[config.mk]
export PLATFORM = sky130hd
export DESIGN_NAME = fraction_reducer_top
export DESIGN_NICKNAME = d
export VERILOG_FILES = /design/src/design/fr_pkg.sv /design/src/design/fr_ctrl.sv /design/src/design/fr_dp.sv /design/src/design/fraction_reducer_top.sv
export SDC_FILE = /design/constraint.sdc
export NUM_CORES = 1
export LEC_CHECK = 0
export BUFFER_PORTS_ARGS = -buffer_cell sky130_fd_sc_hd__buf_2
export CORE_MARGIN = 5
export CORE_UTILIZATION = 30
export CTS_BUF_LIST = sky130_fd_sc_hd__clkbuf_4
export CTS_CLUSTER_SIZE = 24
export DETAILED_ROUTE_END_ITERATION = 8
export GPL_ROUTABILITY_DRIVEN = 0
export SYNTH_ARGS = -nofsm -noshare
export SYNTH_HDL_FRONTEND = slang
export SYNTH_HIERARCHICAL = 1
export SYNTH_SLANG_ARGS = --single-unit
[constraint.sdc]
create_clock -name clk_i -period 5.3 [get_ports clk_i]
set_input_delay 1.06 -clock clk_i [delete_from_list [all_inputs] [get_ports clk_i]]
set_output_delay 1.06 -clock clk_i [all_outputs]
set_load 0.05 [all_outputs]
[src/design/fr_pkg.sv]
// ----------------------------------------------------------------------------
// fr_pkg
// Shared types and constants for the fraction reducer: request and result
// payloads, status codes and the command/status bundles between the
// controller and the datapath.
// ----------------------------------------------------------------------------
package fr_pkg;

  localparam int DATA_WIDTH = 32;
  localparam int CNT_W      = $clog2(DATA_WIDTH);
  localparam int SHIFT_W    = $clog2(DATA_WIDTH);

  localparam logic [DATA_WIDTH-1:0] SIGN_BIT = {1'b1, {(DATA_WIDTH-1){1'b0}}};
  localparam logic [DATA_WIDTH-1:0] MAX_POS  = {1'b0, {(DATA_WIDTH-1){1'b1}}};
  localparam logic [DATA_WIDTH-1:0] ONE      = {{(DATA_WIDTH-1){1'b0}}, 1'b1};

  typedef enum logic [1:0] {
    STATUS_OK        = 2'd0,
    STATUS_ZERO_DEN  = 2'd1,
    STATUS_SATURATED = 2'd2
  } fr_status_e;

  typedef struct packed {
    logic signed [DATA_WIDTH-1:0] numerator_in;
    logic signed [DATA_WIDTH-1:0] denominator_in;
  } fr_req_t;

  typedef struct packed {
    logic signed [DATA_WIDTH-1:0] numerator_out;
    logic        [DATA_WIDTH-2:0] denominator_out;
    fr_status_e                   status;
  } fr_res_t;

  typedef struct packed {
    logic load;
    logic gcd_step;
    logic div_init;
    logic div_step;
    logic finish;
  } fr_cmd_t;

  typedef struct packed {
    logic gcd_done;
  } fr_sts_t;

endpackage

[src/design/fr_ctrl.sv]
// ----------------------------------------------------------------------------
// fr_ctrl
// Sequencer for the fraction reducer: load, binary gcd loop, bit-serial
// division of both magnitudes, result capture and the done strobe.
// ----------------------------------------------------------------------------
module fr_ctrl (
  input  logic            clk_i,
  input  logic            rst_ni,
  input  logic            start_i,
  input  fr_pkg::fr_sts_t sts_i,
  output fr_pkg::fr_cmd_t cmd_o,
  output logic            busy_o,
  output logic            done_o
);
  import fr_pkg::*;

  typedef enum logic [1:0] {
    ST_IDLE,
    ST_GCD,
    ST_DIV,
    ST_FIN
  } state_e;

  state_e           state_q;
  logic [CNT_W-1:0] cnt_q;
  logic             done_q;

  always_ff @(posedge clk_i or negedge rst_ni) begin
    if (!rst_ni) begin
      state_q <= ST_IDLE;
      cnt_q   <= '0;
      done_q  <= 1'b0;
    end else begin
      done_q <= 1'b0;
      unique case (state_q)
        ST_IDLE: begin
          if (start_i) begin
            state_q <= ST_GCD;
          end
        end
        ST_GCD: begin
          if (sts_i.gcd_done) begin
            state_q <= ST_DIV;
            cnt_q   <= '0;
          end
        end
        ST_DIV: begin
          cnt_q <= cnt_q + CNT_W'(1);
          if (cnt_q == CNT_W'(DATA_WIDTH - 1)) begin
            state_q <= ST_FIN;
          end
        end
        ST_FIN: begin
          state_q <= ST_IDLE;
          done_q  <= 1'b1;
        end
        default: state_q <= ST_IDLE;
      endcase
    end
  end

  always_comb begin
    cmd_o          = '0;
    cmd_o.load     = (state_q == ST_IDLE) && start_i;
    cmd_o.gcd_step = (state_q == ST_GCD) && !sts_i.gcd_done;
    cmd_o.div_init = (state_q == ST_GCD) && sts_i.gcd_done;
    cmd_o.div_step = (state_q == ST_DIV);
    cmd_o.finish   = (state_q == ST_FIN);
  end

  assign busy_o = (state_q != ST_IDLE);
  assign done_o = done_q;

  a_done_when_idle: assert property (@(posedge clk_i) disable iff (!rst_ni)
    done_o |-> !busy_o)
    else $error("done strobe while busy");

  a_start_goes_busy: assert property (@(posedge clk_i) disable iff (!rst_ni)
    (start_i && !busy_o) |=> busy_o)
    else $error("request accepted but block not busy");

  a_single_strobe: assert property (@(posedge clk_i) disable iff (!rst_ni)
    done_o |=> !done_o)
    else $error("done strobe longer than one cycle");

endmodule

[src/design/fr_dp.sv]
// ----------------------------------------------------------------------------
// fr_dp
// Datapath for the fraction reducer: sign and magnitude split, binary gcd
// registers, two restoring dividers sharing one divisor, and result
// formatting with saturation.
// ----------------------------------------------------------------------------
module fr_dp (
  input  logic            clk_i,
  input  logic            rst_ni,
  input  fr_pkg::fr_cmd_t cmd_i,
  input  fr_pkg::fr_req_t req_i,
  output fr_pkg::fr_sts_t sts_o,
  output fr_pkg::fr_res_t res_o
);
  import fr_pkg::*;

  logic [DATA_WIDTH-1:0] nm_q, dm_q;
  logic [DATA_WIDTH-1:0] a_q, b_q;
  logic [SHIFT_W-1:0]    k_q;
  logic [DATA_WIDTH-1:0] g_q;
  logic [DATA_WIDTH-1:0] nq_q, dq_q;
  logic [DATA_WIDTH-1:0] nr_q, dr_q;
  logic                  n_neg_q, d_neg_q, zero_q;
  fr_res_t               res_q;

  // load stage
  logic [DATA_WIDTH-1:0] n_in, d_in, d_eff;
  logic                  d_zero;

  // divider step
  logic [DATA_WIDTH:0]   nt, dt;
  logic                  n_ge, d_ge;

  // result formatting
  logic       sat_n, sat_d, res_neg;
  fr_res_t    res_d;

  assign n_in   = req_i.numerator_in;
  assign d_in   = req_i.denominator_in;
  assign d_zero = (d_in == '0);
  assign d_eff  = d_zero ? ONE : d_in;

  assign nt   = {nr_q, nq_q[DATA_WIDTH-1]};
  assign dt   = {dr_q, dq_q[DATA_WIDTH-1]};
  assign n_ge = (nt >= {1'b0, g_q});
  assign d_ge = (dt >= {1'b0, g_q});

  assign sts_o.gcd_done = (a_q == '0) || (b_q == '0);

  always_comb begin
    sat_n   = n_neg_q && d_neg_q && (nq_q == SIGN_BIT);
    sat_d   = d_neg_q && (dq_q == SIGN_BIT);
    res_neg = (n_neg_q != d_neg_q) && (nq_q != '0);
    if (sat_n) begin
      res_d.numerator_out = MAX_POS;
    end else if (res_neg) begin
      res_d.numerator_out = ~nq_q + ONE;
    end else begin
      res_d.numerator_out = nq_q;
    end
    res_d.denominator_out = sat_d ? MAX_POS[DATA_WIDTH-2:0] : dq_q[DATA_WIDTH-2:0];
    if (sat_n || sat_d) begin
      res_d.status = STATUS_SATURATED;
    end else if (zero_q) begin
      res_d.status = STATUS_ZERO_DEN;
    end else begin
      res_d.status = STATUS_OK;
    end
  end

  always_ff @(posedge clk_i) begin
    if (cmd_i.load) begin
      zero_q  <= d_zero;
      n_neg_q <= n_in[DATA_WIDTH-1];
      d_neg_q <= d_eff[DATA_WIDTH-1];
      nm_q    <= n_in[DATA_WIDTH-1] ? (~n_in + ONE) : n_in;
      dm_q    <= d_eff[DATA_WIDTH-1] ? (~d_eff + ONE) : d_eff;
      a_q     <= n_in[DATA_WIDTH-1] ? (~n_in + ONE) : n_in;
      b_q     <= d_eff[DATA_WIDTH-1] ? (~d_eff + ONE) : d_eff;
      k_q     <= '0;
    end
    if (cmd_i.gcd_step) begin
      priority if (!a_q[0] && !b_q[0]) begin
        a_q <= a_q >> 1;
        b_q <= b_q >> 1;
        k_q <= k_q + SHIFT_W'(1);
      end else if (!a_q[0]) begin
        a_q <= a_q >> 1;
      end else if (!b_q[0]) begin
        b_q <= b_q >> 1;
      end else if (a_q >= b_q) begin
        a_q <= a_q - b_q;
      end else begin
        b_q <= b_q - a_q;
      end
    end
    if (cmd_i.div_init) begin
      // the common power of two goes back in here
      g_q  <= (a_q | b_q) << k_q;
      nq_q <= nm_q;
      dq_q <= dm_q;
      nr_q <= '0;
      dr_q <= '0;
    end
    if (cmd_i.div_step) begin
      nq_q <= {nq_q[DATA_WIDTH-2:0], n_ge};
      dq_q <= {dq_q[DATA_WIDTH-2:0], d_ge};
      nr_q <= n_ge ? DATA_WIDTH'(nt - {1'b0, g_q}) : nt[DATA_WIDTH-1:0];
      dr_q <= d_ge ? DATA_WIDTH'(dt - {1'b0, g_q}) : dt[DATA_WIDTH-1:0];
    end
    if (cmd_i.finish) begin
      res_q <= res_d;
    end
  end

  assign res_o = res_q;

  a_gcd_operands: assert property (@(posedge clk_i) disable iff (!rst_ni)
    cmd_i.gcd_step |-> (a_q != '0) && (b_q != '0))
    else $error("gcd step with a zero operand");

  a_divisor_nonzero: assert property (@(posedge clk_i) disable iff (!rst_ni)
    cmd_i.div_step |-> (g_q != '0))
    else $error("division by zero gcd");

  a_rem_bound: assert property (@(posedge clk_i) disable iff (!rst_ni)
    cmd_i.div_step |-> (nr_q < g_q) && (dr_q < g_q))
    else $error("partial remainder not below divisor");

endmodule

[src/design/fraction_reducer_top.sv]
// ----------------------------------------------------------------------------
// fraction_reducer_top
// Reduces a signed fraction to lowest terms with a positive denominator.
// ----------------------------------------------------------------------------
// from the accepting edge the block runs the binary gcd steps (one shift or
// subtract each, possibly none), then the gcd exit, the bit-serial divide
// steps, the result capture and the done cycle.
// a new request is taken only while idle; busy_o drops in the done cycle.
// the result shows on res_o with done_o high for one cycle; no stall possible.
// reset clears the sequencer only; res_o is undefined until the first done.
module fraction_reducer_top (
  input  logic            clk_i,
  input  logic            rst_ni,
  input  logic            start_i,
  input  fr_pkg::fr_req_t req_i,
  output logic            busy_o,
  output logic            done_o,
  output fr_pkg::fr_res_t res_o
);
  import fr_pkg::*;

  fr_cmd_t cmd;
  fr_sts_t sts;

  fr_ctrl u_ctrl (
    .clk_i  (clk_i),
    .rst_ni (rst_ni),
    .start_i(start_i),
    .sts_i  (sts),
    .cmd_o  (cmd),
    .busy_o (busy_o),
    .done_o (done_o)
  );

  fr_dp u_dp (
    .clk_i (clk_i),
    .rst_ni(rst_ni),
    .cmd_i (cmd),
    .req_i (req_i),
    .sts_o (sts),
    .res_o (res_o)
  );

endmodule
==> out/metrics.yaml, run 1 <==
final_cells: 4018
clkTransAtPathRegs_ns: 0.07
slowest_delay_ns: 0.69
hold_viol: 0
cp.depth: 12
cts_made_buffers: 99
period_minus_slack_ns: 4.07
cts.sinks: 369
clock_path_buffers: 3
area_growth_pct: 13.1
grt_pass1_vias: 20200
mostFrequentLayoutCell: "edfxtp_1"
dieArea_mm2: 0.0915
cp_num_buf_inv: 2
cap_viol_max_count: 0
die-width_um: 302
synth_enable_flop_cells: 292
multi_input_area_mm2: 0.0143
end_kind: "flip-flop"
grt_max_degree: 66
cellLeakagePower_nw: 11.2
critPathArrivalTime_ns: 4.80
root_buffer: "clkbuf_4"
ys_types: 92
wl_mm: 79.1
critPathMaxFanout: 19
slowest_stage: "or4_1"
rsz0062_at_grt: "no"
regArea_mm2: 0.0104
synth-seq-cells: 369
final_cell_mix: "edfxtp_1, nand2_1, a21oi_1"
tightest_slew_ns: 1.07
htreeDepth: 3
drc: 0
synth.area.top_cells: "edfxtp_1, ha_1, dfxtp_1"
hp-class: "input pin to flip-flop"
antenna_found_initial: 3
first_pass_iters: 8
drt_iter0_drc: 2211
yosys.area_share.adder_pct: 8.65
cp_top_family: "simple AND/OR/NAND/NOR gates"
hold_path_depth: 1
placed_cell_area_mm2: 0.0276
cpMostUsedCell: "nand2_1"
rows: 107
synthesis.nets: 2877
synthMuxAreaShare_pct: 8.16
synthFlopType: "edfxtp_1"
synth_top_area_share_pct: 34.2
vias_per_cell: 5.30
crit_path_start_kind: "flip-flop"
skew_ns: 0.110
slew_headroom_pct: 28.7
setup_viol: 0
initial_core_util_pct: 30.2
antenna_left: 0
grt_usage_pct: 16.8
max_freq_mhz: 246
fin_area_mm2: 0.0290
clk_latency_ns: 0.92
grt_pass1_wl_mm: 120
worstPathRequired_ns: 6.03
netlist_area_mm2: 0.0257
dpl.hpwl_mm: 60.2
synth_cells: 2635
num_vias: 21300
portBuffers: 133
drive_gt1_share_pct: 16.9
fillCellCount: 8658
crit_chain: "inv_1 -> ha_1 -> nor3_1 -> nor2b_1 -> o311ai_0 -> nand2_1 -> o211a_1 -> or4_1 -> nand2_1 -> buf_4 -> nor2_1 -> a221o_1"
ir_drop_uv: 339
p_per_area_mw_per_mm2: 711
seq_area_frac_synth_pct: 40.3
die_y_um: 302
slew_violations: 0
synth-xor-area-share_pct: 6.25
path_class: "flip-flop to flip-flop"
io_pins: 134
ys_warn_count: 6
dp.cells: 3826
tns_ns: 0
grt_overflow_total: 0
coreArea_mm2: 0.0850
final_util_pct: 34.1
status: "finished clean"
synth_simple_gate_area_share_pct: 14.2
final_nets: 3026
synth_top_family_by_area: "compound AO/OA/AOI/OAI gates"
rr_worst_depth: 12
synth_compound_area_share_pct: 18.2
post-route-period-util_pct: 76.7
avgSynthCellArea_um2: 9.74
synthArstFlopShare_pct: 2.17
cts_tree: "yes"
wire_per_inst_um: 19.7
synth_area_leader_cell: "edfxtp_1"
## stage by stage
step / hold WS, ns / worst slack, ns / total power [mW]
finish: 0.487 / 1.23 / 20.6
global route: 0.436 / 0.913 / 22.1
CTS: 0.397 / 1.26 / 20.5
detailed placement: 0.493 / 0.953 / 17.6
global placement: 0.485 / 1.04 / 17.6
floorplan: 0.472 / 1.25 / 14.2
## worst paths after layout
kind	from	to	slack, ns
setup / recovery	u_dp/b_q[5]	u_dp/b_q[18]	1.23
hold / removal	req_i[32]	u_dp/nm_q[0]	0.49
setup reg to reg	u_dp/b_q[5]	u_dp/b_q[18]	1.23
hold reg to reg	u_dp/nm_q[7]	u_dp/nq_q[7]	0.51
max in group asynchronous	rst_ni	u_ctrl/cnt_q[0]	4.47
min in group asynchronous	rst_ni	u_ctrl/done_o	0.55
## what timing repair did
action	4_1_cts	5_1_grt
buffers inserted	0	0
gates resized for setup	0	0
hold buffers	1	0
setup endpoints to repair	0	0
hold endpoints to repair	8	0
## Yosys cell counts, drive strengths merged (25+ instances only)
cell type	instances
nand2	251
a21o	32
a211oi	37
nor4	54
ha	171
clkbuf	102
mux2i	55
o22ai	38
edfxtp	292
mux2	84
o21ai	125
a21oi	210
nand2b	54
dfxtp	69
mux4	26
o21bai	26
xnor2	138
nand3	52
xor2	45
nor3	40
o31ai	40
nor2b	25
inv	166
nor2	150
## layout make-up
cell class / instances / area share, %
diodes: 4 / 0.0345
clock inverters: 38 / 0.876
clock buffers: 149 / 3.86
inverters: 169 / 2.19
multi-input cells: 1976 / 49.2
well taps: 1144 / 4.93
flip-flops and latches: 369 / 35.7
repair buffers: 169 / 3.28
## worst reg2reg max path, cell delays in order, from the launching register on
cell and delay (ns):
dfxtp_1 0.43, inv_1 0.09, ha_1 0.48, nor3_1 0.13, nor2b_1 0.17, o311ai_0 0.54
nand2_1 0.24, o211a_1 0.33, or4_1 0.69, nand2_1 0.20, buf_4 0.26, nor2_1 0.08
a221o_1 0.25
## cells by family (layout without fill, tap and decap cells)
group	after synthesis	in the layout
AOI/OAI and AO/OA	709	709
xor gates and xnor gates	183	183
adders and majority gates	175	175
buffers and inverters	290	525
DFF	369	369
muxes	165	165
other	0	4
and+or+nand+nor	744	744
## power breakdown
group	internal, mW	switching [mW]
clock network	1.45	1.29
logic	4.55	7.71
registers	4.65	0.976
## layer usage
metal	routed length [um]	up-vias	GRT usage, %	share of wire (%)
met3	6240	133	3.34	7.9
li1	-	10200	-	-
met1	35400	10200	23.4	45
met2	34000	805	25.2	43
met4	3490	0	7.72	4.4
met5	0	-	0	0
## state kept, by name (all words and copies together), names as in the netlist, 32 cells and up
signal      count
u_dp/res_o     65
u_dp/a_q       32
u_dp/b_q       32
u_dp/dm_q      32
u_dp/dq_q      32
u_dp/dr_q      32
u_dp/g_q       32
u_dp/nm_q      32
u_dp/nq_q      32
u_dp/nr_q      32
Power figures use the tool's default switching activity.
==> run 2, diff against run 1 <==
==> constraint.sdc (replaced) <==
create_clock -name clk_i -period 3.6 [get_ports clk_i]
set_input_delay 0.72 -clock clk_i [delete_from_list [all_inputs] [get_ports clk_i]]
set_output_delay 0.72 -clock clk_i [all_outputs]
set_load 0.05 [all_outputs]
==> run 2 against run 1 <==
Effect of this change:
- sequential power rose by 45%
- critical path type unchanged
- first-iteration DRC count fell by 12%
- count of clock-buffer cells in the layout fell by 8
- cell count rose by 2.7%
- clock power rose by 37%
- critical path depth fell by 2
- sequential share of layout area fell by 1.1 points
==> out/metrics.yaml, run 2 (synthesis results as in run 1) <==
final_nets: 3142
cts_made_buffers: 98
skew_ns: 0.0609
max_freq_mhz: 286
post-cts-setup-buffers: 0
drt_iter0_drc: 1941
dieArea_mm2: 0.0915
first_pass_iters: 5
final_cells: 4128
rr_worst_depth: 10
critPathArrivalTime_ns: 4.24
hold_viol: 0
period_minus_slack_ns: 3.50
grt_overflow_total: 0
die_y_um: 302
fin_area_mm2: 0.0299
rsz0062_at_grt: "no"
p_per_area_mw_per_mm2: 1050
slew_violations: 0
wire_per_inst_um: 19.7
status: "finished clean"
final_util_pct: 35.2
worstPathRequired_ns: 4.35
grt_usage_pct: 17.4
portBuffers: 133
tightest_slew_ns: 1.07
coreArea_mm2: 0.0850
cap_viol_max_count: 0
grt_max_degree: 70
root_buffer: "clkbuf_4"
area_growth_pct: 16.7
clock_path_buffers: 3
antenna_left: 0
initial_core_util_pct: 30.2
final_cell_mix: "edfxtp_1, nand2_1, a21oi_1"
mostFrequentLayoutCell: "edfxtp_1"
cts_tree: "yes"
path_class: "flip-flop to flip-flop"
grt_pass1_vias: 20800
htreeDepth: 3
rows: 107
io_pins: 134
placed_cell_area_mm2: 0.0286
drive_gt1_share_pct: 20.1
hold_path_depth: 1
setup_viol: 0
crit_path_start_kind: "flip-flop"
fillCellCount: 8628
hp-class: "input pin to flip-flop"
wl_mm: 81.5
ir_drop_uv: 486
grt_pass1_wl_mm: 124
clkTransAtPathRegs_ns: 0.07
drc: 0
post-route-period-util_pct: 97.2
slew_headroom_pct: 28.6
dp.cells: 3943
dpl.hpwl_mm: 62.9
num_vias: 21600
clk_latency_ns: 0.91
antenna_found_initial: 3
end_kind: "flip-flop"
vias_per_cell: 5.24
critPathMaxFanout: 15
largest_reg_flops: 65
die-width_um: 302
cellLeakagePower_nw: 11.7
finalHoldWorstSlack_ns: 0.154
cts.sinks: 369
[run 2: cell count changes in the layout (fill, tap and decap cells not counted), sizes merged]
cell,before,now
inv,168,170
clkbuf,149,141
diode,4,2
buf,168,285
clkinv,35,38
bufinv,3,1
[run 2: final cells by class]
cell class	instances	area (um^2)	area share, %
tap	1144	1430	4.78
multi-input combinational	1976	14300	47.7
clock inverter	41	209	0.698
timing repair buffer	286	1950	6.53
antenna	2	5.00	0.0167
inverter	169	634	2.12
sequential	369	10400	34.6
clock buffer	141	1060	3.54
[run 2: path summary, 6_finish.rpt]
kind	from	to	slack [ns]
worst max-delay path	u_dp/b_q[11]	u_dp/b_q[11]	0.10
worst min-delay path	req_i[32]	u_dp/nm_q[0]	0.15
max in group asynchronous	rst_ni	u_ctrl/state_q[0]	3.12
worst min register to register	u_ctrl/cnt_q[4]	u_ctrl/cnt_q[4]	0.50
worst max register to register	u_dp/b_q[11]	u_dp/b_q[11]	0.10
min in group asynchronous	rst_ni	u_ctrl/done_o	0.30
[run 2: what timing repair did]
| action | CTS | global route |
|---|---|---|
| endpoints found under the setup margin | 0 | 24 |
| hold buffers | 1 | 0 |
| gates resized for setup | 0 | 11 |
| endpoints found under the hold margin | 8 | 0 |
[run 2: metrics by stage]
step / total power [mW] / TNS, ns / setup WS (ns)
2_1_floorplan: 20.9 / 0 / 0.208
3_3_place_gp: 27.1 / 0 / 0.000459
3_5_place_dp: 27.1 / -0.0355 / -0.0355
4_1_cts: 31.1 / 0 / 0.163
5_1_grt: 33.5 / 0 / 0.00680
6_report: 31.4 / 0 / 0.103
[run 2: report_power, final]
part / internal [mW] / leakage [nW] / switching, mW / total [mW]
Combinational: 7.61 / 7.58 / 11.9 / 19.5
Sequential: 6.85 / 3.41 / 1.29 / 8.14
Clock: 1.89 / 0.750 / 1.86 / 3.75
Total: 16.3 / 11.7 / 15.0 / 31.4
[run 2: critical path, cell delays in order (launching register included)]
cell and delay [ns]:
dfxtp_1 0.46, inv_1 0.10, ha_1 0.48, inv_1 0.12, a21oi_1 0.21, or3b_2 0.49, o211a_1 0.29, or4_1 0.55
nand2_1 0.23, buf_4 0.26, o221ai_1 0.16
[run 2: per-layer routing]
layer	track usage, %	part of all wire, %
met5	0	0
met4	7.77	4.2
met3	3.32	7.6
met2	26.0	43
met1	24.5	45
